--- src/rtl/core/plm_pkg.sv ---
// Package for the pooled linked list manager.
// Pool sizing, link encoding, codes and transaction payload types.
// No dependencies.
package plm_pkg;

    localparam int POOL_SLOTS = 64;
    localparam int IDX_W      = $clog2(POOL_SLOTS);
    localparam int LINK_W     = $clog2(POOL_SLOTS + 1);
    localparam int CNT_W      = $clog2(POOL_SLOTS + 1);
    localparam int SLOT_W     = 6;
    localparam int COUNT_W    = 7;

    localparam logic [LINK_W-1:0] LINK_NULL = LINK_W'(POOL_SLOTS);

    typedef enum logic {
        OP_ALLOC  = 1'b0,
        OP_DELETE = 1'b1
    } t_op;

    typedef enum logic [1:0] {
        STAT_OK         = 2'd0,
        STAT_FULL       = 2'd1,
        STAT_BAD_DELETE = 2'd2
    } t_status;

    typedef enum logic {
        ST_IDLE,
        ST_FINISH
    } t_state;

    typedef struct packed {
        logic              operation;
        logic [SLOT_W-1:0] slot_index;
    } t_in_item;

    typedef struct packed {
        logic [SLOT_W-1:0]  result_slot;
        logic [SLOT_W-1:0]  head_slot;
        logic               list_empty;
        logic [COUNT_W-1:0] used_count;
        logic [1:0]         status;
    } t_out_item;

    // Requests from the sequencer to the link store.
    // The next entry carries the slot's in-use flag beside its link.
    typedef struct packed {
        logic              rd_en;
        logic [IDX_W-1:0]  rd_addr;
        logic              nx_we;
        logic [IDX_W-1:0]  nx_waddr;
        logic [LINK_W-1:0] nx_wdata;
        logic              nx_wused;
        logic              pv_we;
        logic [IDX_W-1:0]  pv_waddr;
        logic [LINK_W-1:0] pv_wdata;
    } t_mem_req;

    // Read data, valid in the cycle after rd_en, held until the next read.
    typedef struct packed {
        logic              used;
        logic [LINK_W-1:0] nx;
        logic [LINK_W-1:0] pv;
    } t_mem_rsp;

    typedef struct packed {
        logic      valid;
        t_out_item data;
    } t_result;

endpackage

--- src/rtl/core/plm_ram.sv ---
// Generic single-write, single-read synchronous RAM, read-first.
// Registered read; read data holds while i_re is low.
// No dependencies.
module plm_ram #(
    parameter int DEPTH = 64,
    parameter int WIDTH = 8
) (
    input  logic                     i_clk,
    input  logic                     i_we,
    input  logic [$clog2(DEPTH)-1:0] i_waddr,
    input  logic [WIDTH-1:0]         i_wdata,
    input  logic                     i_re,
    input  logic [$clog2(DEPTH)-1:0] i_raddr,
    output logic [WIDTH-1:0]         o_rdata
);

    logic [WIDTH-1:0] r_mem [DEPTH];
    logic [WIDTH-1:0] r_q;

    always_ff @(posedge i_clk) begin
        if (i_we) begin
            r_mem[i_waddr] <= i_wdata;
        end
        if (i_re) begin
            r_q <= r_mem[i_raddr];
        end
    end

    assign o_rdata = r_q;

endmodule

--- src/rtl/core/plm_link_store.sv ---
// Link store: next (with in-use flag) and prev link RAMs plus per-slot
// written flags. An unwritten next entry reads free, slot i linked to i+1.
// Depends on plm_pkg and plm_ram.
module plm_link_store
    import plm_pkg::*;
(
    input  logic     i_clk,
    input  logic     i_rst_n,
    input  t_mem_req i_req,
    output t_mem_rsp o_rsp
);

    logic [POOL_SLOTS-1:0] r_written;
    logic [IDX_W-1:0]      r_rd_addr;
    logic                  r_rd_written;
    logic [LINK_W:0]       nx_q;
    logic [LINK_W-1:0]     pv_q;

    plm_ram #(
        .DEPTH(POOL_SLOTS),
        .WIDTH(LINK_W + 1)
    ) u_next_ram (
        .i_clk  (i_clk),
        .i_we   (i_req.nx_we),
        .i_waddr(i_req.nx_waddr),
        .i_wdata({i_req.nx_wused, i_req.nx_wdata}),
        .i_re   (i_req.rd_en),
        .i_raddr(i_req.rd_addr),
        .o_rdata(nx_q)
    );

    plm_ram #(
        .DEPTH(POOL_SLOTS),
        .WIDTH(LINK_W)
    ) u_prev_ram (
        .i_clk  (i_clk),
        .i_we   (i_req.pv_we),
        .i_waddr(i_req.pv_waddr),
        .i_wdata(i_req.pv_wdata),
        .i_re   (i_req.rd_en),
        .i_raddr(i_req.rd_addr),
        .o_rdata(pv_q)
    );

    always_ff @(posedge i_clk) begin
        if (!i_rst_n) begin
            r_written    <= '0;
            r_rd_written <= 1'b0;
        end else begin
            if (i_req.rd_en) begin
                // flag sampled before a same-cycle write, like the RAM
                r_rd_written <= r_written[i_req.rd_addr];
            end
            if (i_req.nx_we) begin
                r_written[i_req.nx_waddr] <= 1'b1;
            end
        end
    end

    always_ff @(posedge i_clk) begin
        if (i_req.rd_en) begin
            r_rd_addr <= i_req.rd_addr;
        end
    end

    assign o_rsp.used = r_rd_written && nx_q[LINK_W];
    assign o_rsp.nx   = r_rd_written ? nx_q[LINK_W-1:0]
                                     : (LINK_W'(r_rd_addr) + LINK_W'(1));
    assign o_rsp.pv   = pv_q;

endmodule

--- src/rtl/core/plm_seq.sv ---
// Sequencer: list head, free head and count; drives the link store
// through read, then modify and write back. Depends on plm_pkg.
module plm_seq
    import plm_pkg::*;
(
    input  logic     i_clk,
    input  logic     i_rst_n,
    input  logic     i_in_valid,
    input  t_in_item i_in_item,
    output logic     o_in_ready,
    input  logic     i_slot_free,
    input  t_mem_rsp i_rsp,
    output t_mem_req o_req,
    output t_result  o_res
);

    t_state r_state, n_state;

    logic [LINK_W-1:0]     r_free_head, n_free_head;
    logic [LINK_W-1:0]     r_list_head, n_list_head;
    logic [CNT_W-1:0]      r_count, n_count;

    t_op               r_op;
    t_status           r_status, n_status;
    logic [IDX_W-1:0]  r_slot, n_slot;
    logic [SLOT_W-1:0] r_res_slot, n_res_slot;

    logic              accept;
    logic              commit;
    logic [31:0]       idx32;
    logic [IDX_W-1:0]  idx_s;
    logic              idx_in_range;
    logic              del_free;
    t_status           fin_status;
    logic [31:0]       head32;
    logic [31:0]       cnt32;
    logic              empty;

    assign accept       = i_in_valid && (r_state == ST_IDLE);
    assign commit       = (r_state == ST_FINISH) && i_slot_free;
    assign idx32        = 32'(i_in_item.slot_index);
    assign idx_s        = idx32[IDX_W-1:0];
    assign idx_in_range = (idx32 < 32'(POOL_SLOTS));

    // delete of a slot that the store reports free
    assign del_free   = (r_op == OP_DELETE) && (r_status == STAT_OK) && !i_rsp.used;
    assign fin_status = del_free ? STAT_BAD_DELETE : r_status;

    // next state
    always_comb begin
        n_state = r_state;
        unique case (r_state)
            ST_IDLE: begin
                if (accept) begin
                    n_state = ST_FINISH;
                end
            end
            ST_FINISH: begin
                if (i_slot_free) begin
                    n_state = ST_IDLE;
                end
            end
            default: n_state = ST_IDLE;
        endcase
    end

    // outputs: handshake and memory requests
    always_comb begin
        o_in_ready = 1'b0;
        o_req      = '0;
        unique case (r_state)
            ST_IDLE: begin
                o_in_ready = 1'b1;
                if (accept) begin
                    if (t_op'(i_in_item.operation) == OP_ALLOC) begin
                        if (r_free_head != LINK_NULL) begin
                            o_req.rd_en    = 1'b1;
                            o_req.rd_addr  = r_free_head[IDX_W-1:0];
                            o_req.pv_we    = 1'b1;
                            o_req.pv_waddr = r_free_head[IDX_W-1:0];
                            o_req.pv_wdata = LINK_NULL;
                        end
                    end else if (idx_in_range) begin
                        // read-first RAM returns the old entry; undone if the slot is free
                        o_req.rd_en    = 1'b1;
                        o_req.rd_addr  = idx_s;
                        o_req.nx_we    = 1'b1;
                        o_req.nx_waddr = idx_s;
                        o_req.nx_wdata = r_free_head;
                        o_req.nx_wused = 1'b0;
                    end
                end
            end
            ST_FINISH: begin
                if (commit) begin
                    if (fin_status == STAT_OK) begin
                        if (r_op == OP_ALLOC) begin
                            o_req.nx_we    = 1'b1;
                            o_req.nx_waddr = r_slot;
                            o_req.nx_wdata = r_list_head;
                            o_req.nx_wused = 1'b1;
                            if (r_list_head != LINK_NULL) begin
                                o_req.pv_we    = 1'b1;
                                o_req.pv_waddr = r_list_head[IDX_W-1:0];
                                o_req.pv_wdata = LINK_W'(r_slot);
                            end
                        end else begin
                            if (i_rsp.pv != LINK_NULL) begin
                                o_req.nx_we    = 1'b1;
                                o_req.nx_waddr = i_rsp.pv[IDX_W-1:0];
                                o_req.nx_wdata = i_rsp.nx;
                                o_req.nx_wused = 1'b1;
                            end
                            if (i_rsp.nx != LINK_NULL) begin
                                o_req.pv_we    = 1'b1;
                                o_req.pv_waddr = i_rsp.nx[IDX_W-1:0];
                                o_req.pv_wdata = i_rsp.pv;
                            end
                        end
                    end else if (del_free) begin
                        // put back the free slot's entry
                        o_req.nx_we    = 1'b1;
                        o_req.nx_waddr = r_slot;
                        o_req.nx_wdata = i_rsp.nx;
                        o_req.nx_wused = 1'b0;
                    end
                end
            end
            default: ;
        endcase
    end

    // datapath next values
    always_comb begin
        n_free_head = r_free_head;
        n_list_head = r_list_head;
        n_count     = r_count;
        n_status    = r_status;
        n_slot      = r_slot;
        n_res_slot  = r_res_slot;
        if (accept) begin
            if (t_op'(i_in_item.operation) == OP_ALLOC) begin
                n_slot = r_free_head[IDX_W-1:0];
                if (r_free_head == LINK_NULL) begin
                    n_status   = STAT_FULL;
                    n_res_slot = '0;
                end else begin
                    n_status   = STAT_OK;
                    n_res_slot = SLOT_W'(r_free_head);
                end
            end else begin
                n_slot     = idx_s;
                n_res_slot = i_in_item.slot_index;
                n_status   = idx_in_range ? STAT_OK : STAT_BAD_DELETE;
            end
        end
        if (r_state == ST_FINISH && fin_status == STAT_OK) begin
            if (r_op == OP_ALLOC) begin
                n_free_head = i_rsp.nx;
                n_list_head = LINK_W'(r_slot);
                n_count     = r_count + CNT_W'(1);
            end else begin
                if (i_rsp.pv == LINK_NULL) begin
                    n_list_head = i_rsp.nx;
                end
                n_free_head = LINK_W'(r_slot);
                if (r_count != '0) begin
                    n_count = r_count - CNT_W'(1);
                end
            end
        end
    end

    always_ff @(posedge i_clk) begin
        if (!i_rst_n) begin
            r_state     <= ST_IDLE;
            r_free_head <= '0;
            r_list_head <= LINK_NULL;
            r_count     <= '0;
        end else begin
            r_state <= n_state;
            if (commit) begin
                r_free_head <= n_free_head;
                r_list_head <= n_list_head;
                r_count     <= n_count;
            end
        end
    end

    always_ff @(posedge i_clk) begin
        if (accept) begin
            r_op       <= t_op'(i_in_item.operation);
            r_status   <= n_status;
            r_slot     <= n_slot;
            r_res_slot <= n_res_slot;
        end
    end

    // result reflects the state after the step
    assign head32 = 32'(n_list_head);
    assign cnt32  = 32'(n_count);
    assign empty  = (n_list_head == LINK_NULL);

    always_comb begin
        o_res                  = '0;
        o_res.valid            = commit;
        o_res.data.result_slot = r_res_slot;
        o_res.data.head_slot   = empty ? '0 : head32[SLOT_W-1:0];
        o_res.data.list_empty  = empty;
        o_res.data.used_count  = cnt32[COUNT_W-1:0];
        o_res.data.status      = fin_status;
    end

endmodule

--- src/rtl/core/pooled_linked_list_manager_unit.sv ---
// Top level of the pooled linked list manager: sequencer, link store and
// the output register. Depends on plm_pkg, plm_seq and plm_link_store.
//
//  channel | direction | handshake                  | payload
//  --------+-----------+----------------------------+-----------------------
//  in      | input     | i_in_valid / o_in_ready    | i_in_data  (t_in_item)
//  out     | output    | o_out_valid / i_out_ready  | o_out_data (t_out_item)
//
// Each transaction has an accept cycle that issues the link RAM
// read (and one write that does not depend on it), then a finish cycle that
// writes the neighbours back and loads the result. A delete's early write
// is put back in the finish cycle when the read shows the slot free.
// The registered RAM read and the single write port per link RAM
// set this split into an accept and a finish step.
// Synchronous active-low reset: empty list, free chain 0..POOL_SLOTS-1; no
// clearing pass, unwritten next entries read as free and chained.
// The output register lets a new transaction enter while a result waits;
// the finish cycle stalls only while that register is full and not taken.
module pooled_linked_list_manager_unit
    import plm_pkg::*;
(
    input  logic      i_clk,
    input  logic      i_rst_n,
    input  logic      i_in_valid,
    output logic      o_in_ready,
    input  t_in_item  i_in_data,
    output logic      o_out_valid,
    input  logic      i_out_ready,
    output t_out_item o_out_data
);

    t_mem_req  mem_req;
    t_mem_rsp  mem_rsp;
    t_result   res;
    logic      slot_free;

    logic      r_out_valid;
    t_out_item r_out_data;

    // result register is free when empty or being drained this cycle
    assign slot_free = !r_out_valid || i_out_ready;

    plm_seq u_seq (
        .i_clk      (i_clk),
        .i_rst_n    (i_rst_n),
        .i_in_valid (i_in_valid),
        .i_in_item  (i_in_data),
        .o_in_ready (o_in_ready),
        .i_slot_free(slot_free),
        .i_rsp      (mem_rsp),
        .o_req      (mem_req),
        .o_res      (res)
    );

    plm_link_store u_links (
        .i_clk  (i_clk),
        .i_rst_n(i_rst_n),
        .i_req  (mem_req),
        .o_rsp  (mem_rsp)
    );

    // output register
    always_ff @(posedge i_clk) begin
        if (!i_rst_n) begin
            r_out_valid <= 1'b0;
        end else if (res.valid) begin
            r_out_valid <= 1'b1;
        end else if (i_out_ready) begin
            r_out_valid <= 1'b0;
        end
    end

    always_ff @(posedge i_clk) begin
        if (res.valid) begin
            r_out_data <= res.data;
        end
    end

    assign o_out_valid = r_out_valid;
    assign o_out_data  = r_out_data;

endmodule

--- config.mk ---
export PLATFORM = sky130hd
export DESIGN_NAME = pooled_linked_list_manager_unit
export DESIGN_NICKNAME = d
export VERILOG_FILES = /design/src/rtl/core/plm_pkg.sv /design/src/rtl/core/plm_ram.sv /design/src/rtl/core/plm_link_store.sv /design/src/rtl/core/plm_seq.sv /design/src/rtl/core/pooled_linked_list_manager_unit.sv
export SDC_FILE = /design/constraint.sdc
export NUM_CORES = 2
export LEC_CHECK = 0
export ABC_AREA = 1
export BUFFER_PORTS_ARGS = -buffer_cell sky130_fd_sc_hd__buf_2
export CAP_MARGIN = 5
export CORE_UTILIZATION = 50
export DETAILED_ROUTE_END_ITERATION = 10
export GPL_TIMING_DRIVEN = 0
export HOLD_SLACK_MARGIN = 0.05
export PLACE_DENSITY = 0.68
export SETUP_SLACK_MARGIN = 0.2
export SLEW_MARGIN = 20
export SYNTH_ARGS = -nofsm -noshare
export SYNTH_HDL_FRONTEND = slang
export SYNTH_HIERARCHICAL = 1
export SYNTH_SLANG_ARGS = --single-unit
--- constraint.sdc ---
create_clock -name i_clk -period 4.3 [get_ports i_clk]
set_input_delay 0.215 -clock i_clk [delete_from_list [all_inputs] [get_ports i_clk]]
set_output_delay 0.215 -clock i_clk [all_outputs]
set_load 0.01 [all_outputs]
==> flow_summary.toml <==
[synthesis]
yosys.area.top_type_share = 0.653
synthArstFlopShare = 0
ys_ff_latch = 1105
syn_inst = 4264
seq_area_frac_synth = 0.691
synth_area_um2 = 46700
synth.area.top_cells = "edfxtp_1 65%, nand2_1 11%, nand3_1 9.8%"
synthesis.yosys.warnings = 6
syn_nets = 4279
synth-edff-count = 1017
synth_area_leader_cell = "edfxtp_1"
yosysUniqueCellTypes = 50
syn_area_per_cell_um2 = 11.0
ys.flop_type = "edfxtp_1"

[min_path]
min_to = "u_seq/r_op$_DFFE_PP_"
holdPathStages = 2
hp-class = "input port to register"
min_from = "i_in_data[6]"

[critical_path]
worstPathRequired_ns = 4.62
crit_chain = "clkbuf_1, nand2_1, inv_1, inv_1, nand2_4, nand2_8, nor2_4, inv_1, buf_2, o22ai_1, nand3_1, nor2_2"
r2r_slack_ns = 0.24
cp_max_fo = 10
crit_path_end_kind = "register"
cp_slowest_cell = "nand3_1"
slowest_delay_ns = 0.69
cp.arrival_ns = 4.38
crit_start = "u_links/r_rd_written$_SDFFE_PN0P_"
critPathLaunchType = "register"
r2r-end = "u_links/u_prev_ram/r_mem[29][0]$_DFFE_PP_"
path_class = "register to register"
r2r-start = "u_links/r_rd_written$_SDFFE_PN0P_"
reg2regPathDepth = 12
critPathMostFrequentCell = "inv_1"

[clock_network]
cts_tree = "built"
cts_max_path_buffers = 3
htree_levels = 3
cts-root-buf = "clkbuf_16"
numCtsBuffers = 110
clkSinkCount = 1105
insertion_delay_ns = 0.71
path_clk_slew_ns = 0.06

[die]
fp.coreArea_um2 = 92100
rows = 111
initial_utilization = 0.508
dieArea_um2 = 94700
io_pins = 35
die_y_um = 308
die_w_um = 308

[grt]
track_usage = 0.289
antenna_found_initial = 1
grt_pass1_wl_mm = 201
grt_pass1_vias = 31600
grt_overflow_total = 0
grt_max_degree = 45

[job]
cap_violations = 0

[pwr]
cellLeakagePower_nw = 19.9
power_mw = 23.6
peakVddDrop_uv = 389
power_density_nw_per_um2 = 436

[place]
place_congestion = 0.963
hpwl_mm = 94.5
port_buffers = 34
place_area_um2 = 49800

[final_layout]
area_growth_pct = 15.8
drive_gt1_frac = 0.144
nNetsFinal = 4521
final_core_utilization = 0.588
antenna_cells = 0
final_cell_area_um2 = 54200

[detailed_routing]
via_per_inst = 5.82
firstDrtPassIters = 6
ant_nets = 0
vias = 34000
wire_per_inst_um = 23.5
drtIter0Drc = 4393
wl_mm = 137
drc = 0

[run_status]
status = "complete, no violations"

[timing]
fin_skew_ns = 0.0317
setup_violations = 0
fmax_mhz = 246
worst_pin_slew_ns = 0.949
layout_min_cycle_time_ns = 4.06
slew_violations = 0
slew_headroom = 0.363
hold_viol_final = 0
rsz0062_at_grt = "yes"
min_period_over_period = 0.944
final cells by class:
type | instances | area [um2]
plain buffers | 252 | 1620
well taps | 1243 | 1560
clock inverters | 61 | 651
fillers | 7497 | 37900
multi-input cells | 2804 | 13100
repair buffers | 130 | 1540
clock buffers | 141 | 2970
flip-flops and latches | 1105 | 32300
inverters | 103 | 402
worst max-delay path: cells and delay by family (launching register included):
kind	cells	cell delay, ns
and+or+nand+nor	6	1.88
DFF	1	0.37
AOI/OAI and AO/OA	1	0.62
buffers and inverters	5	0.82
layer usage:
metal | vias to the layer above | routed length, um | GRT usage | share of wire
li1 | 15400 | - | - | -
met1 | 16400 | 54500 | 0.390 | 0.40
met2 | 1797 | 65000 | 0.470 | 0.47
met3 | 346 | 12600 | 0.0478 | 0.092
met4 | 2 | 5430 | 0.108 | 0.039
met5 | - | 13 | 0 | 0.000095
sequential cells by signal, indices dropped and copies added (netlist names):
signal                      cells
u_links/r_rd_addr               6
u_seq/r_count                   7
u_links/u_next_ram/r_mem      512
u_seq/r_res_slot                6
u_seq/r_free_head               7
o_out_data                     22
u_links/u_prev_ram/r_mem      448
u_seq/r_list_head               7
u_links/u_prev_ram/o_rdata      7
u_seq/r_state                   1
u_links/r_rd_written            1
o_out_valid                     1
u_seq/r_slot                    6
u_links/u_next_ram/o_rdata      8
u_seq/r_status                  1
u_seq/r_op                      1
u_links/r_written              64
cells by family after synthesis:
logic type                 Yosys count  share of synthesized area
DFF                               1105                      0.691
AOI/OAI and AO/OA                  171                     0.0203
xor gates and xnor gates             6                    0.00128
muxes                                1                   0.000214
and+or+nand+nor                   2622                      0.243
adders and majority gates            4                    0.00107
buffers and inverters              355                     0.0430
power breakdown:
group / internal [mW] / total [mW] / switching, mW
combinational: 0.560 / 2.02 / 1.46
sequential: 11.8 / 11.9 / 0.0427
clock: 5.65 / 9.71 / 4.07
total: 18.0 / 23.6 / 5.57
cell usage in the layout, fill, tap and decap left out, types with 57 or more instances in the layout:
| cell | n |
|---|---|
| nand2_1 | 1391 |
| nand3_1 | 913 |
| inv_1 | 87 |
| nor2_1 | 133 |
| clkbuf_1 | 57 |
| buf_2 | 138 |
| buf_4 | 82 |
| a21oi_1 | 83 |
| dfxtp_1 | 88 |
| clkbuf_16 | 113 |
| nor2_2 | 82 |
| edfxtp_1 | 1017 |
Yosys cell counts, types with 3 or more instances:
cell      number
inv_1         87
buf_1         25
nor3_1        12
a21oi_1       84
nand4_1       22
clkbuf_1      39
o22ai_1       18
nand2_1     1392
o21ai_2        3
ha_1           4
dfxtp_1       88
nor4_1        17
o211ai_1       4
nor2_2         3
nor3_2         5
inv_4          4
nor2_4         4
nand3_1      914
o21ai_0       46
and2_1         3
o21ai_1        3
edfxtp_1    1017
buf_6         48
buf_2         95
inv_2         11
o32ai_1        3
nor4_4         8
nor2_1       234
buf_4         43
xor2_1         4
how the worst max path moves through the flow:
stage / to / slack (ns) / cells past startpoint
2_1_floorplan: u_links/u_next_ram/r_mem[0][0]$_DFFE_PP_ / -0.31 / 3
3_3_place_gp: u_links/u_next_ram/r_mem[15][1]$_DFFE_PP_ / -5.60 / 5
3_5_place_dp: u_links/u_next_ram/o_rdata[6]$_DFFE_PP_ / -0.56 / 14
4_1_cts: u_links/u_next_ram/r_mem[56][2]$_DFFE_PP_ / 0.05 / 14
5_1_grt: u_links/u_prev_ram/r_mem[41][4]$_DFFE_PP_ / 0.04 / 12
6_report: u_links/u_prev_ram/r_mem[29][0]$_DFFE_PP_ / 0.24 / 12
stage by stage:
step           hold WS, ns  cells  setup TNS [ns]  setup WS (ns)
2_1_floorplan        0.314   4264         -138.38         -0.309
3_3_place_gp         0.401   5541        -3523.12          -5.60
3_5_place_dp         0.407   5594          -53.09         -0.559
4_1_cts              0.278   5831               0         0.0496
5_1_grt              0.311   5839               0         0.0421
6_report             0.326   5839               0          0.243
timing repair:
action,in CTS,in global routing
endpoints found under the hold margin,36,0
resized for setup,77,55
pin swaps,10,5
setup buffers,24,8
hold buffers,11,0
setup endpoints to repair,825,715
Power figures use the tool's default switching activity.
